--- config.mk ---
export PLATFORM = sky130hd
export DESIGN_NAME = i2c_transfer_sequencer
export DESIGN_NICKNAME = d
export VERILOG_FILES = /design/src/sv/i2cts_pkg.sv /design/src/sv/i2cts_ram.sv /design/src/sv/i2cts_ctrl.sv /design/src/sv/i2cts_outq.sv /design/src/sv/i2c_transfer_sequencer.sv
export SDC_FILE = /design/constraint.sdc
export NUM_CORES = 2
export LEC_CHECK = 0
export BUFFER_PORTS_ARGS = -buffer_cell sky130_fd_sc_hd__buf_2
export CAP_MARGIN = 20
export CORE_MARGIN = 4
export CORE_UTILIZATION = 61
export CTS_BUF_LIST = sky130_fd_sc_hd__clkbuf_16
export DETAILED_ROUTE_END_ITERATION = 12
export PLACE_DENSITY = 0.81
export SLEW_MARGIN = 20
export SYNTH_ARGS = -nofsm -noshare
export SYNTH_HDL_FRONTEND = slang
export SYNTH_SLANG_ARGS = --single-unit
--- constraint.sdc ---
create_clock -name clk_i -period 9.3 [get_ports clk_i]
set_input_delay 2.79 -clock clk_i [delete_from_list [all_inputs] [get_ports clk_i]]
set_output_delay 2.79 -clock clk_i [all_outputs]
set_load 0.05 [all_outputs]
--- src/sv/i2cts_pkg.sv ---
// Package for the I2C transfer sequencer: word types, codes, phase encoding.
// Used by the control, output and top modules; depends on nothing.
package i2cts_pkg;

  localparam int BufDepth = 256;
  localparam int BufAw = (BufDepth > 1) ? $clog2(BufDepth) : 1;
  localparam logic [8:0] BufDepthW = 9'(BufDepth);

  localparam logic [1:0] ModeLoad = 2'd0;
  localparam logic [1:0] ModeReq  = 2'd1;
  localparam logic [1:0] ModeCore = 2'd2;

  localparam logic [1:0] KindCmd  = 2'd0;
  localparam logic [1:0] KindRx   = 2'd1;
  localparam logic [1:0] KindDone = 2'd2;

  localparam logic [2:0] CmdStart = 3'd0;
  localparam logic [2:0] CmdWrite = 3'd1;
  localparam logic [2:0] CmdRead  = 3'd2;
  localparam logic [2:0] CmdStop  = 3'd3;
  localparam logic [2:0] CmdOff   = 3'd4;

  localparam logic StatusOk    = 1'b0;
  localparam logic StatusNoAck = 1'b1;

  localparam logic [7:0] ReadBit = 8'h01;

  typedef enum logic [4:0] {
    PH_IDLE  = 5'b00001,
    PH_START = 5'b00010,
    PH_ADDR  = 5'b00100,
    PH_DATA  = 5'b01000,
    PH_STOP  = 5'b10000
  } phase_e;

  typedef struct packed {
    logic [1:0] mode;
    logic [7:0] buffer_index;
    logic [7:0] load_byte;
    logic       is_read;
    logic [6:0] slave_addr;
    logic [7:0] byte_count;
    logic       keep_bus;
    logic       core_ack;
    logic [7:0] core_read_byte;
  } in_word_t;

  typedef struct packed {
    logic [1:0] result_kind;
    logic [2:0] command;
    logic       send_ack;
    logic [7:0] tx_byte;
    logic [7:0] rx_byte;
    logic [7:0] rx_index;
    logic       status;
    logic       last;
  } out_word_t;

  typedef struct packed {
    logic      two;
    logic      ram;
    out_word_t r0;
    out_word_t r1;
  } stage_t;

endpackage

--- src/sv/i2cts_ram.sv ---
// Generic single-write, single-read RAM with registered read data.
// No dependencies.
module i2cts_ram #(
  parameter int Width = 8,
  parameter int Depth = 256,
  localparam int Aw = (Depth > 1) ? $clog2(Depth) : 1
) (
  input  logic             clk_i,
  input  logic             we_i,
  input  logic [Aw-1:0]    waddr_i,
  input  logic [Width-1:0] wdata_i,
  input  logic             re_i,
  input  logic [Aw-1:0]    raddr_i,
  output logic [Width-1:0] rdata_o
);

  logic [Width-1:0] mem_q [Depth];
  logic [Width-1:0] rdata_q;

  always_ff @(posedge clk_i) begin
    if (we_i) begin
      mem_q[waddr_i] <= wdata_i;
    end
    if (re_i) begin
      rdata_q <= mem_q[raddr_i];
    end
  end

  assign rdata_o = rdata_q;

endmodule

--- src/sv/i2cts_ctrl.sv ---
// Transfer control: phase and transfer registers, write buffer RAM, first stage.
// Depends on i2cts_pkg and i2cts_ram.
module i2cts_ctrl (
  input  logic                clk_i,
  input  logic                rst_ni,
  input  logic                in_valid_i,
  output logic                in_stall_o,
  input  i2cts_pkg::in_word_t in_word_i,
  output logic                a_valid_o,
  output i2cts_pkg::stage_t   a_stage_o,
  output logic [7:0]          rdata_o,
  input  logic                a_take_i
);

  i2cts_pkg::phase_e phase_q, phase_d;
  logic       dir_read_q, dir_read_d;
  logic [6:0] target_addr_q, target_addr_d;
  logic [7:0] total_bytes_q, total_bytes_d;
  logic [7:0] bytes_done_q, bytes_done_d;
  logic       hold_bus_q, hold_bus_d;

  logic              a_valid_q, a_valid_d;
  i2cts_pkg::stage_t a_stage_q, a_stage_d;

  logic                       acc;
  logic                       gen;
  logic                       we, re;
  logic [i2cts_pkg::BufAw-1:0] waddr, raddr;
  logic [7:0]                 wdata;
  logic [7:0]                 bd_next;
  logic                       more;
  logic                       pos_ok;
  i2cts_pkg::out_word_t       data_word, close_word;
  i2cts_pkg::phase_e          close_phase;

  assign acc     = in_valid_i && !in_stall_o;
  assign bd_next = 8'(bytes_done_q + 8'd1);
  assign more    = bd_next < total_bytes_q;

  always_comb begin
    close_word  = '0;
    close_word.last = 1'b1;
    if (hold_bus_q) begin
      close_word.result_kind = i2cts_pkg::KindDone;
      close_word.status      = i2cts_pkg::StatusOk;
      close_phase            = i2cts_pkg::PH_IDLE;
    end else begin
      close_word.result_kind = i2cts_pkg::KindCmd;
      close_word.command     = i2cts_pkg::CmdStop;
      close_phase            = i2cts_pkg::PH_STOP;
    end
  end

  always_comb begin
    phase_d       = phase_q;
    dir_read_d    = dir_read_q;
    target_addr_d = target_addr_q;
    total_bytes_d = total_bytes_q;
    bytes_done_d  = bytes_done_q;
    hold_bus_d    = hold_bus_q;
    gen           = 1'b0;
    a_stage_d     = a_stage_q;
    we            = 1'b0;
    re            = 1'b0;
    waddr         = in_word_i.buffer_index[i2cts_pkg::BufAw-1:0];
    wdata         = in_word_i.load_byte;
    raddr         = bytes_done_q[i2cts_pkg::BufAw-1:0];
    data_word     = '0;
    pos_ok        = 1'b0;

    if (acc) begin
      a_stage_d = '0;
      unique case (in_word_i.mode)
        i2cts_pkg::ModeLoad: begin
          we = {1'b0, in_word_i.buffer_index} < i2cts_pkg::BufDepthW;
        end
        i2cts_pkg::ModeReq: begin
          if (phase_q == i2cts_pkg::PH_IDLE) begin
            dir_read_d    = in_word_i.is_read;
            target_addr_d = in_word_i.slave_addr;
            total_bytes_d = in_word_i.byte_count;
            hold_bus_d    = in_word_i.keep_bus;
            bytes_done_d  = '0;
            phase_d       = i2cts_pkg::PH_START;
            gen           = 1'b1;
            a_stage_d.r0.result_kind = i2cts_pkg::KindCmd;
            a_stage_d.r0.command     = i2cts_pkg::CmdStart;
            a_stage_d.r0.last        = 1'b1;
          end
        end
        i2cts_pkg::ModeCore: begin
          unique case (phase_q)
            i2cts_pkg::PH_START: begin
              gen     = 1'b1;
              phase_d = i2cts_pkg::PH_ADDR;
              a_stage_d.r0.result_kind = i2cts_pkg::KindCmd;
              a_stage_d.r0.command     = i2cts_pkg::CmdWrite;
              a_stage_d.r0.tx_byte     = {target_addr_q, 1'b0}
                                         | (dir_read_q ? i2cts_pkg::ReadBit : 8'h00);
              a_stage_d.r0.last        = 1'b1;
            end
            i2cts_pkg::PH_ADDR: begin
              gen = 1'b1;
              if (!in_word_i.core_ack) begin
                phase_d = i2cts_pkg::PH_IDLE;
                a_stage_d.r0.result_kind = i2cts_pkg::KindDone;
                a_stage_d.r0.status      = i2cts_pkg::StatusNoAck;
                a_stage_d.r0.last        = 1'b1;
              end else if (total_bytes_q == 8'd0) begin
                phase_d      = close_phase;
                a_stage_d.r0 = close_word;
              end else begin
                phase_d = i2cts_pkg::PH_DATA;
                data_word.result_kind = i2cts_pkg::KindCmd;
                data_word.last        = 1'b1;
                if (dir_read_q) begin
                  data_word.command  = i2cts_pkg::CmdRead;
                  data_word.send_ack = 8'(bytes_done_q + 8'd1) < total_bytes_q;
                end else begin
                  data_word.command = i2cts_pkg::CmdWrite;
                  pos_ok = {1'b0, bytes_done_q} < i2cts_pkg::BufDepthW;
                  re     = pos_ok;
                  raddr  = bytes_done_q[i2cts_pkg::BufAw-1:0];
                end
                a_stage_d.r0  = data_word;
                a_stage_d.ram = pos_ok;
              end
            end
            i2cts_pkg::PH_DATA: begin
              gen          = 1'b1;
              bytes_done_d = bd_next;
              data_word.result_kind = i2cts_pkg::KindCmd;
              data_word.last        = 1'b1;
              if (dir_read_q) begin
                data_word.command  = i2cts_pkg::CmdRead;
                data_word.send_ack = 8'(bd_next + 8'd1) < total_bytes_q;
              end else begin
                data_word.command = i2cts_pkg::CmdWrite;
                pos_ok = {1'b0, bd_next} < i2cts_pkg::BufDepthW;
              end
              if (!more) begin
                phase_d = close_phase;
              end
              if (dir_read_q) begin
                we    = {1'b0, bytes_done_q} < i2cts_pkg::BufDepthW;
                waddr = bytes_done_q[i2cts_pkg::BufAw-1:0];
                wdata = in_word_i.core_read_byte;
                a_stage_d.two            = 1'b1;
                a_stage_d.r0.result_kind = i2cts_pkg::KindRx;
                a_stage_d.r0.rx_byte     = in_word_i.core_read_byte;
                a_stage_d.r0.rx_index    = bytes_done_q;
                a_stage_d.r1             = more ? data_word : close_word;
              end else begin
                a_stage_d.r0  = more ? data_word : close_word;
                a_stage_d.ram = more && pos_ok;
                re            = more && pos_ok;
                raddr         = bd_next[i2cts_pkg::BufAw-1:0];
              end
            end
            i2cts_pkg::PH_STOP: begin
              gen     = 1'b1;
              phase_d = i2cts_pkg::PH_IDLE;
              a_stage_d.two            = 1'b1;
              a_stage_d.r0.result_kind = i2cts_pkg::KindCmd;
              a_stage_d.r0.command     = i2cts_pkg::CmdOff;
              a_stage_d.r1.result_kind = i2cts_pkg::KindDone;
              a_stage_d.r1.status      = i2cts_pkg::StatusOk;
              a_stage_d.r1.last        = 1'b1;
            end
            default: begin
            end
          endcase
        end
        default: begin
        end
      endcase
    end
  end

  always_comb begin
    priority if (acc && gen) begin
      a_valid_d = 1'b1;
    end else if (a_take_i) begin
      a_valid_d = 1'b0;
    end else begin
      a_valid_d = a_valid_q;
    end
  end

  always_ff @(posedge clk_i or negedge rst_ni) begin
    if (!rst_ni) begin
      phase_q       <= i2cts_pkg::PH_IDLE;
      dir_read_q    <= 1'b0;
      target_addr_q <= '0;
      total_bytes_q <= '0;
      bytes_done_q  <= '0;
      hold_bus_q    <= 1'b0;
      a_valid_q     <= 1'b0;
    end else begin
      phase_q       <= phase_d;
      dir_read_q    <= dir_read_d;
      target_addr_q <= target_addr_d;
      total_bytes_q <= total_bytes_d;
      bytes_done_q  <= bytes_done_d;
      hold_bus_q    <= hold_bus_d;
      a_valid_q     <= a_valid_d;
    end
  end

  always_ff @(posedge clk_i) begin
    a_stage_q <= a_stage_d;
  end

  i2cts_ram #(
    .Width(8),
    .Depth(i2cts_pkg::BufDepth)
  ) u_buf (
    .clk_i  (clk_i),
    .we_i   (we),
    .waddr_i(waddr),
    .wdata_i(wdata),
    .re_i   (re),
    .raddr_i(raddr),
    .rdata_o(rdata_o)
  );

  assign in_stall_o = a_valid_q && !a_take_i;
  assign a_valid_o  = a_valid_q;
  assign a_stage_o  = a_stage_q;

endmodule

--- src/sv/i2cts_outq.sv ---
// Output stage: merges buffer read data and issues one or two result words.
// Depends on i2cts_pkg.
module i2cts_outq (
  input  logic                 clk_i,
  input  logic                 rst_ni,
  input  logic                 a_valid_i,
  input  i2cts_pkg::stage_t    a_stage_i,
  input  logic [7:0]           rdata_i,
  output logic                 a_take_o,
  output logic                 out_valid_o,
  input  logic                 out_stall_i,
  output i2cts_pkg::out_word_t out_word_o
);

  logic                 b_valid_q, b_valid_d;
  logic                 b_two_q, b_two_d;
  i2cts_pkg::out_word_t b_r0_q, b_r0_d;
  i2cts_pkg::out_word_t b_r1_q, b_r1_d;
  logic                 pop;
  logic                 b_free;

  assign pop      = b_valid_q && !out_stall_i;
  assign b_free   = !b_valid_q || (pop && !b_two_q);
  assign a_take_o = a_valid_i && b_free;

  always_comb begin
    b_valid_d = b_valid_q;
    b_two_d   = b_two_q;
    b_r0_d    = b_r0_q;
    b_r1_d    = b_r1_q;
    priority if (a_take_o) begin
      b_valid_d = 1'b1;
      b_two_d   = a_stage_i.two;
      b_r0_d    = a_stage_i.r0;
      b_r1_d    = a_stage_i.r1;
      if (a_stage_i.ram) begin
        b_r0_d.tx_byte = rdata_i;
      end
    end else if (pop && b_two_q) begin
      b_two_d = 1'b0;
      b_r0_d  = b_r1_q;
    end else if (pop) begin
      b_valid_d = 1'b0;
    end else begin
    end
  end

  always_ff @(posedge clk_i or negedge rst_ni) begin
    if (!rst_ni) begin
      b_valid_q <= 1'b0;
      b_two_q   <= 1'b0;
    end else begin
      b_valid_q <= b_valid_d;
      b_two_q   <= b_two_d;
    end
  end

  always_ff @(posedge clk_i) begin
    b_r0_q <= b_r0_d;
    b_r1_q <= b_r1_d;
  end

  assign out_valid_o = b_valid_q;
  assign out_word_o  = b_r0_q;

endmodule

--- src/sv/i2c_transfer_sequencer.sv ---
// I2C transfer sequencer: one input word per cycle unless in_stall_o is high; a result is
// registered in the cycle after acceptance (control stage with buffer RAM read), then
// moves into the output register, from which it can be taken.
// One result word per output cycle unless out_stall_i is high; a two-result event holds the
// output for both words while the control stage can still take the next input word.
// Reset (async, active low) returns the phase to idle and empties both stages;
// the write buffer is not cleared.
module i2c_transfer_sequencer (
  input  logic                 clk_i,
  input  logic                 rst_ni,
  input  logic                 in_valid_i,
  output logic                 in_stall_o,
  input  i2cts_pkg::in_word_t  in_word_i,
  output logic                 out_valid_o,
  input  logic                 out_stall_i,
  output i2cts_pkg::out_word_t out_word_o
);

  logic              a_valid;
  i2cts_pkg::stage_t a_stage;
  logic [7:0]        rdata;
  logic              a_take;

  i2cts_ctrl u_ctrl (
    .clk_i     (clk_i),
    .rst_ni    (rst_ni),
    .in_valid_i(in_valid_i),
    .in_stall_o(in_stall_o),
    .in_word_i (in_word_i),
    .a_valid_o (a_valid),
    .a_stage_o (a_stage),
    .rdata_o   (rdata),
    .a_take_i  (a_take)
  );

  i2cts_outq u_outq (
    .clk_i      (clk_i),
    .rst_ni     (rst_ni),
    .a_valid_i  (a_valid),
    .a_stage_i  (a_stage),
    .rdata_i    (rdata),
    .a_take_o   (a_take),
    .out_valid_o(out_valid_o),
    .out_stall_i(out_stall_i),
    .out_word_o (out_word_o)
  );

endmodule

== Yosys cells after proc, flatten, opt, wreduce, memory -nomap -nowiden ==
Memory sizes are Yosys's and may differ from the RTL's. A register that Yosys moved wholly into a read port is not among the register bits.
Cells that the tools add are included.
Storage, ports and cells
  output and inout bits: 34
  word-level logic and storage cells: 164
  bits of input ports: 48
  bits in latches: 0
  bits in read-only memories: 0
  register bits after elaboration: 163
  bits in writable memories: 2048
  memories: 1
Memory list
  u_ctrl.u_buf.mem_q: depth 256, width 8, rd ports 1, clocked after Yosys merged registers in 1, wr ports 1, RTL line i2cts_ram.sv:17  | logic [Width-1:0] mem_q [Depth];
Operators by class
  bitwise logic cells: 1
  $lt $le $gt $ge: 2
  $add $sub $neg: 2
  eq/ne operators: 12
  multiply operators: 0
  divide/modulo/power cells: 0
  shifts and indexed selects: 0
  reductions and logical operators: 26
  mux-type cells: 77
Operators by type and width (number)
  two-way mux 32 bit: 5
  two-way mux 8 bit: 15
  one-hot mux 5 bit (4 select lines): 2
  one-hot mux 17 bit (2 select lines): 1
  two-way mux 28 bit: 1
  two-way mux 1 bit: 27
  two-way mux 5 bit: 5
  one-hot mux 8 bit (3 select lines): 1
  adder 8 x 1 -> 8 bit (second input constant): 2
  less-than comparator 8 bit: 2
  two-way mux 16 bit: 1
  one-hot mux 8 bit (2 select lines): 1
  two-way mux 2 bit: 7
  two-way mux 12 bit: 1
  one-hot mux 1 bit (2 select lines): 6
  one-hot mux 5 bit (2 select lines): 1
  logical AND 1 bit: 8
  logical NOT 8 bit: 1
  bitwise OR 8 bit: 1
  one-hot mux 2 bit (2 select lines): 2
  nonzero test 2 bit: 4
  AND reduction 3 bit: 2
  == test 5 x 1 -> 1 bit (second input constant): 1
  == test 5 x 2 -> 1 bit (second input constant): 1
  17 further kinds: 22

== Logic depth before layout (Yosys ltp) ==
  depth after elaboration: 15
  mapped depth: 17
  mapped depth without buffers: 13

== By module ==
A second synthesis with hierarchy kept.
Unflattened totals
  cell total of the unflattened synthesis: 4249
  area, all modules: 86369.1 um2
Modules (own cells, without submodules)
  i2cts_ram: seq. area each 61739.2 um2, area each 79636.4 um2, times used 1, cells an instance 3733
  i2cts_ctrl: seq. area each 1918.1 um2, area each 4169.0 um2, times used 1, cells an instance 390
  i2cts_outq: seq. area each 1971.9 um2, area each 2563.7 um2, times used 1, cells an instance 126

== Worst setup path before layout ==
Ideal clock, no wire load.
  path kind: input port to flip-flop
  from: input out_stall_i
  to: memory u_ctrl.u_buf.mem_q[0][0] (data pin)
  path buffers: 2
  data required time: 8.477 ns
  setup slack: 0.936 ns
  cell stages on the path: 8
  data arrival time: 7.541 ns
  path through: o211ai_2 > nand2_1 > inv_1 > nand2_1 > clkbuf_1 > clkbuf_1 > nand2_1 > nand2_1
Between the ends
  cells in the longest elaborated chain, start to end: 10
RTL lines
  from (decl): RTL line i2c_transfer_sequencer.sv:15  | input logic out_stall_i,
  logical NOT 1 bit: RTL line i2cts_outq.sv:22  | assign pop = b_valid_q && !out_stall_i;
  logical AND 1 bit: RTL line i2cts_outq.sv:22
  logical AND 1 bit: RTL line i2cts_outq.sv:23  | assign b_free = !b_valid_q || (pop && !b_two_q);
  logical OR 1 bit: RTL line i2cts_outq.sv:23
  logical AND 1 bit: RTL line i2cts_outq.sv:24  | assign a_take_o = a_valid_i && b_free;
  logical NOT 1 bit: RTL line i2cts_ctrl.sv:227  | assign in_stall_o = a_valid_q && !a_take_i;
  logical AND 1 bit: RTL line i2cts_ctrl.sv:227
  logical NOT 1 bit: RTL line i2cts_ctrl.sv:36  | assign acc = in_valid_i && !in_stall_o;
  logical AND 1 bit: RTL line i2cts_ctrl.sv:36
  named net u_ctrl.acc: RTL line i2cts_ctrl.sv:25  | logic acc;
  two-way mux 8 bit: RTL line i2cts_ctrl.sv:71  | if (acc) begin
  named net u_ctrl.u_buf.wdata_i[0]: RTL line i2cts_ram.sv:11  | input logic [Width-1:0] wdata_i,
  to (decl): RTL line i2cts_ram.sv:17
The timed path passes the listed nets, and every way through them passes these cells.

== Final worst setup path ==
  from: input in_word_i[42] (netlist name)
  to: memory u_ctrl.u_buf.mem_q[106][0], enable pin
Between the ends
  cells in the longest elaborated chain, start to end: 5
  elaborated cells between the ends (all ways): 8
  those cells by class: eq/ne (1); mux (6); reduce/logical (1)
RTL lines
  from (decl): RTL line i2c_transfer_sequencer.sv:13  | input i2cts_pkg::in_word_t in_word_i,
  == test 2 bit or logical NOT 2 bit (tied branches): RTL line i2cts_ctrl.sv:73  | unique case (in_word_i.mode)
  one-hot mux 1 bit (2 select lines): RTL line i2cts_ctrl.sv:73
  two-way mux 1 bit: RTL line i2cts_ctrl.sv:71
  two-way mux 1 bit: RTL line i2cts_ram.sv:21  | if (we_i) begin
  two-way mux 1 bit (implied by the code): RTL line i2cts_ram.sv:22  | mem_q[waddr_i] <= wdata_i;
Several ways; a longest one is shown, not always the timed one.

==> flow_summary.toml <==
[outcome]
status = "completed"

[sta]
tightest_slew_ns = 1.295
layout_min_cycle_time_ns = 7.690
period_share_pct = 82.68
maxSlewHeadroom_pct = 13.39
final-hold-violation-count = 0
drv_slew = 0
rsz0062_at_grt = "no"
max_freq_ghz = 0.1300
fin_tns_setup_ns = 0
skew_ns = 0.03086
setup_violations = 0

[critical_path]
crit_type = "in -> reg"
required_ns = 9.75
path_cells = "buf_2 > inv_1 > ha_1 > buf_4 > nor3b_1 > nand3_1 > inv_1 > nand2_1 > o21ai_0 > nand2_1 > nor2_1"
rr_worst_depth = 11
slowest_delay_ns = 1.14
critPathSlowestCell = "o21ai_0"
crit_path_end_kind = "register"
crit_cells = 11
arrival_ns = 8.14
start_kind = "input port"
cp_max_fo = 25
cp_num_buf_inv = 4
cpLargestDelayFamily = "simple AND/OR/NAND/NOR gates"

[clock_tree]
clkSlewWorstSetupHoldPaths_ns = 0.06
postCtsResizedCells = 0
ctsRootBufferMaster = "clkbuf_16"
cts_hold_buf = 0
clockBufferDepth = 3
numClockSinks = 2164
insertion_delay_ns = 0.86
htreeDepth = 4
cts_buffers = 198
post_cts_buffers = 0
tritoncts = "done"

[synthesis]
synth_fp_nets = 5797
synth_area_leaders = "edfxtp_1 74%, nand2_1 4.8%, mux4_2 3.9%, nand3_1 3.6%, mux2i_1 2.7%"
ys_seq_area_share_pct = 74.98
yosys.area.top_type_share_pct = 74.03
synthesis.instances = 5729
ys.flop_type = "edfxtp_1"
synth_top_area_cell = "edfxtp_1"
synth_area_sq_mm = 0.08644
ys_types = 77
ys_ff_latch = 2164
ys_top_cells_by_count = "2131 x edfxtp_1, 1110 x nand2_1, 617 x nand3_1"
synth_most_common_cell = "edfxtp_1"
yosys_warnings = 0
synth_edf_count = 2131
synth-async-reset-ratio_pct = 1.525
avgSynthCellArea_sq_um = 15.09

[drt]
vias = 53860
postRouteWirelength_um = 234900
ant_nets = 0
first_pass_iters = 9
drcViolationCount = 0
vias_per_cell = 6.882
drt_iter0_drc = 9849
routedWlPerCell_um = 30.02

[finish]
fillers = 8698
fin_util_pct = 67.73
stdcell_area_sq_mm = 0.09497
layout-drive-gt1-share_pct = 11.56
syn2layout_area_growth_pct = 9.869
final_nets = 5840

[power_and_ir_drop]
p_per_area_mw_per_mm2 = 197.8
power_w = 0.01878
ir_drop_mv = 0.2383
p_leak_nw = 31.24

[floorplan]
io_pins = 82
die_x_um = 384.4
core_sq_mm = 0.1402
initial_core_util_pct = 61.65
die_area_sq_mm = 0.1478
row_count = 137
die_h_um = 384.4

[global_route]
gr-total-overflow = 0
grt_max_degree = 168
grt_pass1_vias = 51805
grt_pass1_wl_um = 343600
grt_use_total_pct = 31.68
antenna_found_initial = 18

[placement]
place_hpwl_um = 135700
gp_congestion = 0.9345
portBuffers = 81
placed_cell_area_sq_mm = 0.08874

[job]
max_cap_viol_count = 0

[min_path]
hold_depth = 0
worst_hold_path_type = "reg -> reg"
-- worst register-to-register path, cell delays in order (launching register included) --
cell	delay, ns
dfrtp_1	0.71
ha_1	0.48
nand3_1	0.14
nor4_2	0.66
mux2_4	0.97
nand2_1	0.85
buf_4	0.48
a21oi_1	0.18
nor2_1	0.06
a31oi_1	0.53
and4_1	0.50
nand4bb_1	0.18
-- final timing paths --
check | from | endpoint | slack [ns]
max reg2reg | u_ctrl.bytes_done_q[0] | u_ctrl.u_buf.rdata_o[7] | 3.43
max in group asynchronous | rst_ni | u_ctrl.bytes_done_q[2] | 6.77
min in group asynchronous | rst_ni | u_ctrl.target_addr_q[6] | 2.04
min reg2reg | u_ctrl.a_stage_o[27] | u_outq.b_r1_q[27] | 0.43
min | u_ctrl.a_stage_o[27] | u_outq.b_r1_q[27] | 0.43
max | in_word_i[42] | u_ctrl.u_buf.mem_q[106][0] | 1.61
-- through the flow --
step / hold WS, ns / worst slack (ns) / cells
4_1_cts: 0.4316 / 1.984 / 7811
5_1_grt: 0.4369 / 1.373 / 7812
3_5_place_dp: 0.4147 / 1.134 / 7447
6_report: 0.4299 / 1.610 / 7826
3_3_place_gp: 0.4019 / 1.276 / 7447
2_1_floorplan: 0.4003 / 0.9361 / 5729
-- registers in the layout (all words and copies together), names as in the netlist, 5 cells and up --
register,count
u_ctrl.a_stage_o,38
u_ctrl.bytes_done_q,8
u_ctrl.phase_q,5
u_ctrl.target_addr_q,7
u_ctrl.total_bytes_q,8
u_ctrl.u_buf.mem_q,2048
u_ctrl.u_buf.rdata_o,8
u_outq.b_r1_q,5
u_outq.out_word_o,32
-- power breakdown --
| part | switching [W] | internal (W) |
|---|---|---|
| Clock | 0.00354 | 0.00427 |
| Sequential | 0.00000446 | 0.0107 |
| Combinational | 0.000223 | 0.0000290 |
| Total | 0.00377 | 0.0150 |
-- cell families after synthesis --
kind of cell    after synthesis  share of synthesized area [%]
compound gates              515                          4.153
xor+xnor                     18                         0.1824
fa+ha+maj                    20                         0.2895
buf+inv                     395                          2.407
flops                      2164                          74.98
mux                         401                          6.838
simple gates               2216                          11.15
-- layout make-up --
cell class	count	area (sq um)	area share [%]
multi-input combinational	3170	19760	20.80
clock buffer	202	5055	5.322
clock inverter	162	1107	1.166
tap	1876	2347	2.471
inverter	35	131.4	0.1383
antenna	14	35.03	0.03689
sequential	2164	64820	68.25
timing repair buffer	203	1720	1.811
-- layout by cell type (no fill, tap or decap), types with 8 or more instances in the layout --
master	instances
mux2_2	15
and2_1	17
a31oi_1	84
a22oi_1	19
nand4_1	32
nor4_1	18
o221ai_1	46
xnor2_1	8
buf_12	30
a21oi_1	112
o22ai_1	43
nor3_1	22
diode_2	14
nand2_1	1097
nand3b_1	11
bufinv_16	12
o21ai_0	30
edfxtp_1	2131
o211ai_1	44
and3_1	34
buf_4	90
clkinv_2	35
clkbuf_16	202
a222oi_1	23
xor2_1	10
clkinv_1	43
buf_2	81
inv_1	81
a32oi_1	40
clkinvlp_4	8
nand2_4	8
nor2_1	298
ha_1	20
nand2b_1	13
nand3_1	617
inv_6	9
nor3b_1	9
mux2i_1	234
mux4_2	150
dfrtp_1	32
-- per-layer routing --
layer / wire (um) / GRT usage [%]
met1: 79600 / 42.72
met2: 105200 / 46.77
met3: 36350 / 10.27
met4: 13630 / 16.23
met5: 137 / 0
Note: power is estimated with default switching activity, not from simulation.
